===== config.mk =====
export PLATFORM = sky130hd
export DESIGN_NAME = pid_corexy_step_mixer_unit
export DESIGN_NICKNAME = d
export VERILOG_FILES = /design/src/rtl/pcsm_pkg.sv /design/src/rtl/pcsm_lane.sv /design/src/rtl/pcsm_round.sv /design/src/rtl/pid_corexy_step_mixer_unit.sv
export VERILOG_INCLUDE_DIRS = /design/src /design/src/rtl
export SDC_FILE = /design/constraint.sdc
export NUM_CORES = 2
export LEC_CHECK = 0
export BUFFER_PORTS_ARGS = -buffer_cell sky130_fd_sc_hd__buf_4
export CORE_MARGIN = 10
export CORE_UTILIZATION = 65
export DETAILED_ROUTE_END_ITERATION = 8
export PLACE_DENSITY_LB_ADDON = 0.3
export REMOVE_ABC_BUFFERS = 1
export SYNTH_ARGS = -nofsm -noshare
export SYNTH_HDL_FRONTEND = slang
export SYNTH_SLANG_ARGS = --single-unit

===== constraint.sdc =====
create_clock -name clk -period 14.6 [get_ports clk]
set_clock_uncertainty 0.05 [all_clocks]
set_input_delay 2.19 -clock clk [delete_from_list [all_inputs] [get_ports clk]]
set_output_delay 2.19 -clock clk [all_outputs]
set_load 0.02 [all_outputs]

===== src/rtl/pid_corexy_step_mixer_unit_defines.svh =====
// Assertion macros for the PID CoreXY step mixer.
// Included by the top level; expects clk and rst_n in scope.
`ifndef PID_COREXY_STEP_MIXER_UNIT_DEFINES_SVH
`define PID_COREXY_STEP_MIXER_UNIT_DEFINES_SVH

// Check cons in the same cycle as ante.
`define PCSM_ASSERT_SAME(label, ante, cons, msg) \
    label: assert property (@(posedge clk) disable iff (!rst_n) (ante) |-> (cons)) \
        else $error(msg);

// Check cons in the cycle after ante.
`define PCSM_ASSERT_NEXT(label, ante, cons, msg) \
    label: assert property (@(posedge clk) disable iff (!rst_n) (ante) |=> (cons)) \
        else $error(msg);

`endif


===== src/rtl/pcsm_pkg.sv =====
// Shared types and constants for the PID CoreXY step mixer.
// No dependencies; imported by every module of the block.
package pcsm_pkg;

    localparam int MULT_BITS  = 16;
    localparam int GAIN_W     = 16;
    localparam int RATIO_W    = 16;
    localparam int OUT_W      = 24;
    localparam int CFG_IDX_W  = 3;
    localparam int CFG_DATA_W = 16;
    localparam int CNT_W      = $clog2(MULT_BITS);

    typedef enum logic [CFG_IDX_W-1:0] {
        CFG_KP_X       = 3'd0,
        CFG_KI_X       = 3'd1,
        CFG_KD_X       = 3'd2,
        CFG_KP_Y       = 3'd3,
        CFG_KI_Y       = 3'd4,
        CFG_KD_Y       = 3'd5,
        CFG_PID_ENABLE = 3'd6,
        CFG_STEP_RATIO = 3'd7
    } cfg_idx_t;

    typedef struct packed {
        logic load;
        logic step;
        logic neg;
    } lane_ctl_t;

    localparam logic signed [OUT_W-1:0] OUT_MAX = 24'sh7FFFFF;
    localparam logic signed [OUT_W-1:0] OUT_MIN = 24'sh800000;

endpackage


===== src/rtl/pcsm_lane.sv =====
// Bit-serial multiply-accumulate lane: up to three operands times three multipliers.
// Depends on pcsm_pkg (lane_ctl_t, MULT_BITS).
module pcsm_lane #(
    parameter int OP_W = 14
) (
    input  logic                                           clk,
    input  pcsm_pkg::lane_ctl_t                            ctl,
    input  logic signed [OP_W-1:0]                         op0,
    input  logic signed [OP_W-1:0]                         op1,
    input  logic signed [OP_W-1:0]                         op2,
    input  logic        [pcsm_pkg::MULT_BITS-1:0]          mul0,
    input  logic        [pcsm_pkg::MULT_BITS-1:0]          mul1,
    input  logic        [pcsm_pkg::MULT_BITS-1:0]          mul2,
    output logic signed [OP_W+2+pcsm_pkg::MULT_BITS-1:0]   prod
);
    import pcsm_pkg::*;

    localparam int ACC_W = OP_W + 2;

    logic signed [OP_W-1:0]      op0_reg, op1_reg, op2_reg;
    logic        [MULT_BITS-1:0] mul0_reg, mul1_reg, mul2_reg;
    logic signed [ACC_W-1:0]     acc_reg;
    logic        [MULT_BITS-1:0] lo_reg;
    logic signed [ACC_W:0]       t0, t1, t2, tsum, acc_ext, sum;

    always_comb
    begin
        t0      = mul0_reg[0] ? (ACC_W+1)'(op0_reg) : '0;
        t1      = mul1_reg[0] ? (ACC_W+1)'(op1_reg) : '0;
        t2      = mul2_reg[0] ? (ACC_W+1)'(op2_reg) : '0;
        tsum    = t0 + t1 + t2;
        acc_ext = (ACC_W+1)'(acc_reg);
        // the last bit of a two's complement multiplier carries negative weight
        sum     = ctl.neg ? (acc_ext - tsum) : (acc_ext + tsum);
    end

    always_ff @(posedge clk)
    begin
        if (ctl.load)
        begin
            op0_reg  <= op0;
            op1_reg  <= op1;
            op2_reg  <= op2;
            mul0_reg <= mul0;
            mul1_reg <= mul1;
            mul2_reg <= mul2;
            acc_reg  <= '0;
            lo_reg   <= '0;
        end
        else if (ctl.step)
        begin
            acc_reg  <= sum[ACC_W:1];
            lo_reg   <= {sum[0], lo_reg[MULT_BITS-1:1]};
            mul0_reg <= mul0_reg >> 1;
            mul1_reg <= mul1_reg >> 1;
            mul2_reg <= mul2_reg >> 1;
        end
    end

    assign prod = {acc_reg, lo_reg};

endmodule


===== src/rtl/pcsm_round.sv =====
// Round to nearest (half away from zero) and saturate one mixer product to 24 bits.
// Depends on pcsm_pkg (OUT_W, OUT_MAX, OUT_MIN).
module pcsm_round #(
    parameter int P_W = 51,
    parameter int SH  = 16
) (
    input  logic                                clk,
    input  logic                                en,
    input  logic signed [P_W-1:0]               prod,
    output logic signed [pcsm_pkg::OUT_W-1:0]   sat
);
    import pcsm_pkg::*;

    localparam int R_W = P_W + 1 - SH;
    localparam logic signed [P_W:0] HALF    = (P_W+1)'(1) << (SH - 1);
    localparam logic signed [P_W:0] HALF_M1 = HALF - (P_W+1)'(1);

    logic signed [P_W:0]   biased;
    logic signed [R_W-1:0] rnd_reg;

    // negative values take half minus one so the floor shift rounds away from zero
    assign biased = (P_W+1)'(prod) + (prod[P_W-1] ? HALF_M1 : HALF);

    always_ff @(posedge clk)
    begin
        if (en)
        begin
            rnd_reg <= biased[P_W:SH];
        end
    end

    always_comb
    begin
        priority if (rnd_reg > R_W'(OUT_MAX))
        begin
            sat = OUT_MAX;
        end
        else if (rnd_reg < R_W'(OUT_MIN))
        begin
            sat = OUT_MIN;
        end
        else
        begin
            sat = rnd_reg[OUT_W-1:0];
        end
    end

endmodule


===== src/rtl/pid_corexy_step_mixer_unit.sv =====
// Top level of the PID position corrector with CoreXY step mixer.
// Depends on pcsm_pkg, pcsm_lane, pcsm_round and the assertion macro header.
//
// channel | role      | handshake            | payload
// in      | request   | in_valid / in_ready  | target_x, target_y, actual_x, actual_y
// out     | result    | out_valid / out_ready| steps_a, steps_b
// cfg     | reg write | cfg_we               | cfg_addr, cfg_wdata
//
// A request passes from acceptance to the output register through these steps:
// one bit-serial pass over the 16 gain bits for the PID terms, mixer load, one
// pass over the 16 ratio bits for the mixer, rounding and saturate. in_ready is
// high only when idle, so the next request waits until this one leaves saturate.
// A result waiting on out_ready does not block the next request; a second result
// holds in the saturate step until the output register frees up.
// Reset (async, active low) restores the register defaults and clears integral
// and previous error; there is no clearing pass.
`include "pid_corexy_step_mixer_unit_defines.svh"

module pid_corexy_step_mixer_unit #(
    parameter int COORD_BITS     = 12,
    parameter int GAIN_FRAC_BITS = 8,
    parameter int INTEGRAL_LIMIT = 500
) (
    input  logic                                   clk,
    input  logic                                   rst_n,
    input  logic                                   cfg_we,
    input  logic        [pcsm_pkg::CFG_IDX_W-1:0]  cfg_addr,
    input  logic        [pcsm_pkg::CFG_DATA_W-1:0] cfg_wdata,
    input  logic                                   in_valid,
    output logic                                   in_ready,
    input  logic signed [COORD_BITS-1:0]           target_x,
    input  logic signed [COORD_BITS-1:0]           target_y,
    input  logic signed [COORD_BITS-1:0]           actual_x,
    input  logic signed [COORD_BITS-1:0]           actual_y,
    output logic                                   out_valid,
    input  logic                                   out_ready,
    output logic signed [pcsm_pkg::OUT_W-1:0]      steps_a,
    output logic signed [pcsm_pkg::OUT_W-1:0]      steps_b
);
    import pcsm_pkg::*;

    // error, derivative and integral widths
    localparam int ERR_W    = COORD_BITS + 1;
    localparam int DIF_W    = COORD_BITS + 2;
    localparam int INT_W    = $clog2(INTEGRAL_LIMIT + 1) + 1;
    localparam int S_W      = ((INT_W > ERR_W) ? INT_W : ERR_W) + 1;
    // lane operand and product widths
    localparam int PID_OP_W = (DIF_W > INT_W) ? DIF_W : INT_W;
    localparam int PID_P_W  = PID_OP_W + 2 + MULT_BITS;
    localparam int MIX_OP_W = PID_P_W + 1;
    localparam int MIX_P_W  = MIX_OP_W + 2 + MULT_BITS;
    localparam int SH       = 2 * GAIN_FRAC_BITS;

    localparam logic signed [GAIN_W-1:0] ONE_GAIN  = GAIN_W'(1) << GAIN_FRAC_BITS;
    localparam logic        [RATIO_W-1:0] ONE_RATIO = RATIO_W'(1) << GAIN_FRAC_BITS;
    localparam logic signed [INT_W-1:0]  INT_POS   = INT_W'(INTEGRAL_LIMIT);
    localparam logic signed [INT_W-1:0]  INT_NEG   = -INT_POS;
    localparam logic signed [S_W-1:0]    LIM_POS_S = S_W'(INTEGRAL_LIMIT);
    localparam logic signed [S_W-1:0]    LIM_NEG_S = -LIM_POS_S;

    typedef enum logic [5:0] {
        S_IDLE  = 6'b000001,
        S_PID   = 6'b000010,
        S_MIXLD = 6'b000100,
        S_MIX   = 6'b001000,
        S_RND   = 6'b010000,
        S_SAT   = 6'b100000
    } state_t;

    state_t               state_reg, state_next;
    logic [CNT_W-1:0]     cnt_reg, cnt_next;
    logic                 cnt_last;
    logic                 accept;
    logic                 out_load;

    // configuration
    logic signed [GAIN_W-1:0]  kp_reg [2];
    logic signed [GAIN_W-1:0]  ki_reg [2];
    logic signed [GAIN_W-1:0]  kd_reg [2];
    logic                      pid_en_reg;
    logic        [RATIO_W-1:0] ratio_reg;

    // controller state
    logic signed [INT_W-1:0]   integ_reg [2];
    logic signed [ERR_W-1:0]   prev_reg [2];

    // per-axis front end
    logic signed [COORD_BITS-1:0] tgt [2];
    logic signed [COORD_BITS-1:0] act [2];
    logic signed [ERR_W-1:0]      err [2];
    logic signed [S_W-1:0]        isum [2];
    logic signed [S_W-1:0]        iclamp [2];
    logic signed [INT_W-1:0]      integ_next [2];
    logic signed [DIF_W-1:0]      dif [2];
    logic signed [PID_OP_W-1:0]   op_p [2];
    logic signed [PID_OP_W-1:0]   op_i [2];
    logic signed [PID_OP_W-1:0]   op_d [2];
    logic signed [GAIN_W-1:0]     g_p [2];
    logic signed [GAIN_W-1:0]     g_i [2];
    logic signed [GAIN_W-1:0]     g_d [2];

    lane_ctl_t                    pid_ctl, mix_ctl;
    logic signed [PID_P_W-1:0]    pid_prod [2];
    logic signed [MIX_OP_W-1:0]   mix_op [2];
    logic signed [MIX_P_W-1:0]    mix_prod [2];
    logic signed [OUT_W-1:0]      sat_val [2];
    logic signed [OUT_W-1:0]      steps_a_reg, steps_b_reg;
    logic                         out_valid_reg;

    assign in_ready = (state_reg == S_IDLE);
    assign accept   = in_valid && in_ready;
    assign cnt_last = (cnt_reg == CNT_W'(MULT_BITS - 1));
    assign out_load = (state_reg == S_SAT) && (!out_valid_reg || out_ready);

    // ---------------------------------------------------------------- config
    always_ff @(posedge clk or negedge rst_n)
    begin
        if (!rst_n)
        begin
            kp_reg[0]  <= ONE_GAIN;
            ki_reg[0]  <= '0;
            kd_reg[0]  <= '0;
            kp_reg[1]  <= ONE_GAIN;
            ki_reg[1]  <= '0;
            kd_reg[1]  <= '0;
            pid_en_reg <= 1'b0;
            ratio_reg  <= ONE_RATIO;
        end
        else if (cfg_we)
        begin
            unique case (cfg_idx_t'(cfg_addr))
                CFG_KP_X:       kp_reg[0]  <= cfg_wdata;
                CFG_KI_X:       ki_reg[0]  <= cfg_wdata;
                CFG_KD_X:       kd_reg[0]  <= cfg_wdata;
                CFG_KP_Y:       kp_reg[1]  <= cfg_wdata;
                CFG_KI_Y:       ki_reg[1]  <= cfg_wdata;
                CFG_KD_Y:       kd_reg[1]  <= cfg_wdata;
                CFG_PID_ENABLE: pid_en_reg <= cfg_wdata[0];
                CFG_STEP_RATIO: ratio_reg  <= cfg_wdata;
            endcase
        end
    end

    // ---------------------------------------------------------- PID front end
    assign tgt[0] = target_x;
    assign tgt[1] = target_y;
    assign act[0] = actual_x;
    assign act[1] = actual_y;

    // Form error, clamped integral and derivative in the accept cycle; the
    // lanes then only see operands and gain bits.
    always_comb
    begin
        for (int a = 0; a < 2; a++)
        begin
            err[a]  = ERR_W'(tgt[a]) - ERR_W'(act[a]);
            isum[a] = S_W'(integ_reg[a]) + S_W'(err[a]);
            priority if (isum[a] > LIM_POS_S)
            begin
                iclamp[a] = LIM_POS_S;
            end
            else if (isum[a] < LIM_NEG_S)
            begin
                iclamp[a] = LIM_NEG_S;
            end
            else
            begin
                iclamp[a] = isum[a];
            end
            integ_next[a] = INT_W'(iclamp[a]);
            dif[a]        = DIF_W'(err[a]) - DIF_W'(prev_reg[a]);

            if (pid_en_reg)
            begin
                op_p[a] = PID_OP_W'(err[a]);
                op_i[a] = PID_OP_W'(integ_next[a]);
                op_d[a] = PID_OP_W'(dif[a]);
                g_p[a]  = kp_reg[a];
                g_i[a]  = ki_reg[a];
                g_d[a]  = kd_reg[a];
            end
            else
            begin
                // pass the target through as target times 1.0
                op_p[a] = PID_OP_W'(tgt[a]);
                op_i[a] = '0;
                op_d[a] = '0;
                g_p[a]  = ONE_GAIN;
                g_i[a]  = '0;
                g_d[a]  = '0;
            end
        end
    end

    // Advance integral and previous error only on a PID update.
    always_ff @(posedge clk or negedge rst_n)
    begin
        if (!rst_n)
        begin
            integ_reg[0] <= '0;
            integ_reg[1] <= '0;
            prev_reg[0]  <= '0;
            prev_reg[1]  <= '0;
        end
        else if (accept && pid_en_reg)
        begin
            integ_reg[0] <= integ_next[0];
            integ_reg[1] <= integ_next[1];
            prev_reg[0]  <= err[0];
            prev_reg[1]  <= err[1];
        end
    end

    // ------------------------------------------------------------- sequencer
    always_comb
    begin
        state_next = state_reg;
        cnt_next   = cnt_reg;
        unique case (state_reg)
            S_IDLE:
            begin
                if (in_valid)
                begin
                    state_next = S_PID;
                    cnt_next   = '0;
                end
            end
            S_PID:
            begin
                cnt_next = cnt_reg + CNT_W'(1);
                if (cnt_last)
                begin
                    state_next = S_MIXLD;
                    cnt_next   = '0;
                end
            end
            S_MIXLD:
            begin
                state_next = S_MIX;
                cnt_next   = '0;
            end
            S_MIX:
            begin
                cnt_next = cnt_reg + CNT_W'(1);
                if (cnt_last)
                begin
                    state_next = S_RND;
                    cnt_next   = '0;
                end
            end
            S_RND:
            begin
                state_next = S_SAT;
            end
            S_SAT:
            begin
                if (out_load)
                begin
                    state_next = S_IDLE;
                end
            end
            default:
            begin
                state_next = S_IDLE;
                cnt_next   = '0;
            end
        endcase
    end

    always_ff @(posedge clk or negedge rst_n)
    begin
        if (!rst_n)
        begin
            state_reg <= S_IDLE;
            cnt_reg   <= '0;
        end
        else
        begin
            state_reg <= state_next;
            cnt_reg   <= cnt_next;
        end
    end

    // ------------------------------------------------------- PID lanes (x, y)
    // Gains are two's complement, so the top bit step subtracts.
    always_comb
    begin
        pid_ctl.load = accept;
        pid_ctl.step = (state_reg == S_PID);
        pid_ctl.neg  = (state_reg == S_PID) && cnt_last;
        mix_ctl.load = (state_reg == S_MIXLD);
        mix_ctl.step = (state_reg == S_MIX);
        mix_ctl.neg  = 1'b0;
    end

    for (genvar a = 0; a < 2; a++)
    begin : g_pid
        pcsm_lane #(
            .OP_W(PID_OP_W)
        ) u_lane (
            .clk  (clk),
            .ctl  (pid_ctl),
            .op0  (op_p[a]),
            .op1  (op_i[a]),
            .op2  (op_d[a]),
            .mul0 (g_p[a]),
            .mul1 (g_i[a]),
            .mul2 (g_d[a]),
            .prod (pid_prod[a])
        );
    end

    // ----------------------------------------------------- mixer lanes (A, B)
    assign mix_op[0] = MIX_OP_W'(pid_prod[0]) + MIX_OP_W'(pid_prod[1]);
    assign mix_op[1] = MIX_OP_W'(pid_prod[0]) - MIX_OP_W'(pid_prod[1]);

    for (genvar a = 0; a < 2; a++)
    begin : g_mix
        pcsm_lane #(
            .OP_W(MIX_OP_W)
        ) u_lane (
            .clk  (clk),
            .ctl  (mix_ctl),
            .op0  (mix_op[a]),
            .op1  ('0),
            .op2  ('0),
            .mul0 (ratio_reg),
            .mul1 ('0),
            .mul2 ('0),
            .prod (mix_prod[a])
        );

        pcsm_round #(
            .P_W (MIX_P_W),
            .SH  (SH)
        ) u_round (
            .clk  (clk),
            .en   (state_reg == S_RND),
            .prod (mix_prod[a]),
            .sat  (sat_val[a])
        );
    end

    // ------------------------------------------------------- output register
    always_ff @(posedge clk or negedge rst_n)
    begin
        if (!rst_n)
        begin
            out_valid_reg <= 1'b0;
        end
        else if (out_load)
        begin
            out_valid_reg <= 1'b1;
        end
        else if (out_ready)
        begin
            out_valid_reg <= 1'b0;
        end
    end

    always_ff @(posedge clk)
    begin
        if (out_load)
        begin
            steps_a_reg <= sat_val[0];
            steps_b_reg <= sat_val[1];
        end
    end

    assign out_valid = out_valid_reg;
    assign steps_a   = steps_a_reg;
    assign steps_b   = steps_b_reg;

    // ------------------------------------------------------------ assertions
    `PCSM_ASSERT_NEXT(a_accept_then_busy, in_valid && in_ready, !in_ready, "request taken while busy")
    `PCSM_ASSERT_SAME(a_integ_x_range, 1'b1, (integ_reg[0] <= INT_POS) && (integ_reg[0] >= INT_NEG), "x integral out of range")
    `PCSM_ASSERT_SAME(a_integ_y_range, 1'b1, (integ_reg[1] <= INT_POS) && (integ_reg[1] >= INT_NEG), "y integral out of range")
    `PCSM_ASSERT_NEXT(a_result_loaded, out_load, out_valid_reg && (state_reg == S_IDLE), "result not loaded")

endmodule

; Yosys cells after proc, flatten, opt, wreduce, memory -nomap -nowiden
; Cells that the tools add are included.
; W data, S select, Z words.
[totals]
out_inout_bits = 50
word_cells = 165
ff_bits = 726
[op_classes]
magnitude_cmp = 8
reduce_logical = 22
addsub = 21
bitwise_logic = 1
muxes = 52
eq_ne = 18
[op_table]
columns = cell, n
row1 = $mux W16, 24
row2 = $mux W17, 8
row3 = $add A51 B17 Y52, 2
row4 = $add A35 B36 Y36, 2
row5 = $gt A36 B24 Y1 const B, 2
row6 = $lt A36 B24 Y1 const B, 2
row7 = $mux W36, 2
row8 = $add A17 B17 Y17, 4
row9 = $mux W24, 2
row10 = $mux W10, 4
row11 = $pmux W6 S6, 1
row12 = $add A16 B17 Y17, 2
row13 = $sub A16 B17 Y17, 2
row14 = $add A32 B32 Y33, 1
row15 = $sub A32 B32 Y33, 1
row16 = $add A10 B13 Y14, 2
row17 = $gt A14 B10 Y1 const B, 2
row18 = $lt A14 B10 Y1 const B, 2
row19 = $mux W14, 2
row20 = $sub A13 B13 Y14, 2
row21 = $sub A12 B12 Y13, 2
row22 = $mux W6, 4
row23 = $reduce_and A2 Y1, 9
row24 = $eq A3 B3 Y1 const B, 4
row25 = other kinds (22), 34

; Longest topological paths before layout
[depth]
word_depth = 5
depth_mapped = 25

; Cells and area by module
; A second synthesis with hierarchy kept.
[hier_totals]
cells_unflattened = 5926
hier_area_um2 = 60596.9
[modules_own_cells]
columns = mod, seq_area_each_um2, area_per_inst_um2, cells_each, n_inst
row1 = pid_corexy_step_mixer_unit, 5700.5, 16213.0, 1731, 1
row2 = pcsm_lane (g_pid[0].u_lane ...), 3343.2, 6900.4, 610, 2
row3 = pcsm_lane (g_mix[0].u_lane), 5435.2, 12884.9, 1263, 1
row4 = pcsm_lane (g_mix[1].u_lane), 5435.2, 12741.0, 1238, 1
row5 = pcsm_round, 1081.0, 2478.6, 237, 2

; Worst setup path before layout
; OpenSTA, ideal clock, no wires.
[synth_timing]
kind = input to register
from = input target_y[0]
to = register g_pid[1].u_lane.op1_reg[4] (data pin)
required_time_ns = 14.274
t_arrival_ns = 6.127
path_stages = 23
setup_slack_ns = 8.147
path_cell_list = inv_1 -> ha_1 -> inv_1 -> fa_1 -> a21o_1 -> a21oi_1 -> o21ai_0 -> a21oi_1 -> o21bai_1 -> a21oi_1 -> o21bai_1 -> a21oi_1 -> o21ai_0 -> nand2_1 -> ha_1 -> nor3b_1 -> a221oi_1 -> o21ai_0 -> a311oi_1 -> o211a_1 -> nand2b_1 -> buf_2 -> a21oi_1
[synth_lines]
columns = item, line_no
row1 = start: declaration, pid_corexy_step_mixer_unit.sv:32  ; input logic signed [COORD_BITS-1:0] target_y,
row2 = end signal: assignment, pcsm_lane.sv:42  ; op1_reg <= op1;
row3 = end: declaration, pcsm_lane.sv:20  ; logic signed [OP_W-1:0] op0_reg, op1_reg, op2_reg;

==> flow_metrics.env <==
export IMPL_ios=122
export IMPL_path_max_fanout=12
export IMPL_drt_iter0_drc=2638
export IMPL_tightest_slew_ns=1.24
export IMPL_drive_above_1_share_pct=11.2
export IMPL_fin_tns_setup_ns=0
export IMPL_largest_reg_flops=72
export IMPL_drc=0
export IMPL_synth_area_leader_cell="edfxtp_1"
export IMPL_post_place_ws_ns=7.35
export IMPL_hold_class="reg2reg"
export IMPL_setup_viol=0
export IMPL_gp_congestion=0.921
export IMPL_fmax_mhz=149
export IMPL_start_kind="primary input"
export IMPL_synth_distinct_cells=100
export IMPL_die_x_um=275
export IMPL_cp_data_required_time_ns=14.89
export IMPL_yosysWarnings=0
export IMPL_placed_area_um2=43800
export IMPL_drv_cap=0
export IMPL_cp_cell_sequence="buf_4 -> inv_1 -> ha_1 -> inv_1 -> fa_1 -> a21o_1 -> a21oi_1 -> o21ai_0 -> a21oi_1 -> o21bai_1 -> a21oi_1 -> o21bai_1 -> a21oi_1 -> o21ai_0 -> nand2_1 -> ha_1 -> nor3b_1 -> a221oi_1 -> o21ai_0 -> a311oi_1 -> o211a_1 -> nand2b_1 -> a21oi_1"
export IMPL_firstDrtPassIters=6
export IMPL_cp_slowest_cell="a311oi_1"
export IMPL_hold_buffers=0
export IMPL_p_sw_share_pct=42.4
export IMPL_grt_pass1_wl_um=153000
export IMPL_fin_crit_sh_pct=45.9
export IMPL_final_area_um2=46400
export IMPL_avgRoutedWirePerCell_um=17.6
export IMPL_overflow=0
export IMPL_ys_seq_elements=707
export IMPL_syn_to_final_growth_pct=10.0
export IMPL_synth_area_per_cell_um2=9.82
export IMPL_cts_tree="done"
export IMPL_viasPerCell=5.98
export IMPL_rsz0062_at_grt="false"
export IMPL_power_switching_mw=4.75
export IMPL_p_comb_share_pct=53.4
export IMPL_clk_pin_slew_ns=0.06
export IMPL_grt_pass1_vias=30885
export IMPL_hold_viol_final=0
export IMPL_clkPwrFrac_pct=17.7
export IMPL_start_util_pct=65.5
export IMPL_drv_slew=0
export IMPL_status="complete, no violations"
export IMPL_critPathMaxStageDelay_ns=0.49
export IMPL_synth_ff_type="edfxtp_1"
export IMPL_r2r_slack_ns=8.69
export IMPL_synthTopCellsByArea="edfxtp_1 26%, dfrtp_1 9.9%, ha_1 9.0%"
export IMPL_path_buf_inv=3
export IMPL_peakVddDrop_v=0.000178
export IMPL_placementRows=93
export IMPL_final_nets=4776
export IMPL_cp_end_kind="flip-flop"
export IMPL_die_h_um=275
export IMPL_p_leak_nw=19.8
export IMPL_whs_ns=0.431
export IMPL_netlist_instances=4288
export IMPL_path_delay_family="compound AO/OA/AOI/OAI gates"
export IMPL_p_int_mw=6.44
export IMPL_synthArstFlopShare_pct=24.0
export IMPL_worstPathArrival_ns=6.99
export IMPL_numCtsBuffers=76
export IMPL_postCtsSetupRepairBufs=0
export IMPL_vias=31573
export IMPL_n_antenna_cell=0
export IMPL_clock_latency_ns=0.63
export IMPL_synth_edf_count=371
export IMPL_place_hpwl_um=64300
export IMPL_core_um2=64300
export IMPL_timing_slew_headroom_pct=17.3
export IMPL_powerDensity_nw_per_um2=241
export IMPL_setup_ws_ns=7.90
export IMPL_sequentialPowerShare_pct=28.9
export IMPL_yosysTopAreaCellShare_pct=26.4
export IMPL_cts_path_max_buffers=3
export IMPL_cts_sinks=707
export IMPL_min_period_ns=6.70
export IMPL_die_area_um2=75400
export IMPL_grt_start_max_net_pins=108
export IMPL_critPathKind="in2reg"
export IMPL_synth_seq_area_share_pct=44.4
export IMPL_port_buffers=121
export IMPL_grt_antenna_before_repair=0
export IMPL_cp_common_cell="a21oi_1"
export IMPL_synth_area_um2=42100
export IMPL_cts_root_buf="clkbuf_16"
export IMPL_grt_usage_pct=24.4
export IMPL_drtAntennaViolNets=0
export IMPL_htree_levels=3
export IMPL_post_cts_resized=0
export IMPL_routed_wl_um=92900
==> power by group through the flow <==
stage / registers, mW / clock network, mW / logic (mW)
floorplan: 3.15 / 0 / 4.64
global placement: 3.23 / 0 / 5.70
detailed placement: 3.25 / 0 / 5.88
CTS: 3.22 / 2.01 / 5.94
global route: 3.28 / 2.09 / 6.70
finish: 3.23 / 1.98 / 5.97
==> worst paths after layout <==
check / start / endpoint / depth (start not counted)
setup / recovery: target_y[0] / g_pid[1].u_lane.op1_reg[4]$_SDFFCE_PN0P_ / 23
hold / removal: g_mix[1].u_lane.lo_reg[0]$_SDFFE_PP0P_ / g_mix[1].u_lane.lo_reg[0]$_SDFFE_PP0P_ / 1
setup reg to reg: g_pid[1].u_lane.mul2_reg[0]$_DFFE_PP_ / g_pid[1].u_lane.acc_reg[15]$_SDFFE_PP0P_ / 22
hold reg to reg: g_mix[1].u_lane.lo_reg[0]$_SDFFE_PP0P_ / g_mix[1].u_lane.lo_reg[0]$_SDFFE_PP0P_ / 1
max in group asynchronous: rst_n / integ_reg[6]$_DFFE_PN0P_ / 2
min in group asynchronous: rst_n / ki_reg[12]$_DFFE_PN0P_ / 1
==> cell families after synthesis <==
group / Yosys count / synth area share [%]
simple gates: 1405 / 15.6
compound gates: 951 / 14.9
fa+ha+maj: 345 / 11.0
buf+inv: 452 / 4.19
mux: 154 / 4.08
flops: 707 / 44.4
xor+xnor: 274 / 5.73
==> worst reg2reg max path, cell delays in order, from the launching register on <==
cell      delay (ns)
edfxtp_1        0.65
nand2_1         0.16
fa_1            0.56
inv_1           0.04
ha_1            0.22
fa_1            0.43
a21o_1          0.22
a221oi_2        0.28
xnor2_1         0.12
or3_1           0.43
nor2_1          0.11
nand2_1         0.08
or3_1           0.41
nand2_1         0.10
xnor2_1         0.09
ha_1            0.22
or3_1           0.37
a311oi_1        0.31
o41ai_1         0.20
a31oi_1         0.24
xnor2_1         0.09
or3_1           0.31
a21oi_1         0.12
==> cell usage in the layout, fill, tap and decap left out, drive strengths merged, types with 14 or more instances in the layout <==
cell     Yosys  layout
a22o        39      39
edfxtp     371     371
or2         14      14
clkbuf     131      99
mux2       141     141
dfrtp      166     166
nor4        17      17
and2        86      86
a31oi       28      28
xnor2      172     172
nor3b       20      20
dfxtp      166     166
fa          42      42
nor2       208     208
nand3      184     184
a21o        66      66
nor3        87      87
buf         26     150
and3        42      42
o31ai       39      39
o211ai      17      17
or3         33      33
a2111oi     16      16
nand4       30      30
ha         303     303
a21boi      24      24
a21oi      205     205
o21bai      32      32
nor2b       32      32
clkinv       1      25
nand2b      41      41
a211oi      29      29
o21ai      264     264
nand2      583     583
o41ai       16      16
inv        294     301
o21a        71      71
xor2       101     101
==> area by class of cell <==
type                       instances  area [um^2]
tap                              855         1070
inverter                         295         1110
clock buffer                      99         2130
timing repair buffer             150         1130
sequential                       707        18700
clock inverter                    43          459
fill                            4527        18000
multi-input combinational       3129        21700
==> cell usage after synthesis (9+ instances only) <==
master     instances
inv_1            292
mux2_2           141
a2111oi_0         12
nand4_1           30
a211o_1            9
a31oi_1           27
nor3_1            85
buf_1             16
a21o_1            63
o21a_1            71
o211ai_1          16
a311oi_1          10
or3_1             32
edfxtp_1         371
and3_1            40
o41ai_1           13
nor2_1           208
o21bai_1          32
a22o_1            39
fa_1              42
a211oi_1          27
nor4_1            16
xnor2_1          172
a31o_2            10
xor2_1           101
nor3b_1           20
a21oi_1          204
and2_1            84
nand2b_1          41
dfxtp_1          166
nor2b_1           32
dfrtp_1          166
clkbuf_1         128
or2_2             12
o31ai_1           37
a21boi_0          24
o21ai_0          258
ha_1             303
mux2i_1           13
nand2_1          583
nand3_1          184
==> through the flow <==
| step | instances | power, mW | utilization [%] |
|---|---|---|---|
| global placement | 5136 | 8.94 | 68.0 |
| global route | 5278 | 12.1 | 72.0 |
| floorplan | 4131 | 7.78 | - |
| finish | 5278 | 11.2 | 72.0 |
| CTS | 5278 | 11.2 | 72.0 |
| detailed placement | 5136 | 9.13 | 68.0 |
==> routing by layer <==
| layer | share of wire, % | up-vias | track usage (%) |
|---|---|---|---|
| met3 | 5.0 | 176 | 2.81 |
| li1 | - | 15412 | - |
| met1 | 43 | 15083 | 31.1 |
| met5 | 0 | - | 0 |
| met4 | 3.2 | 0 | 9.36 |
| met2 | 49 | 902 | 42.1 |
Power figures use the tool's default switching activity.
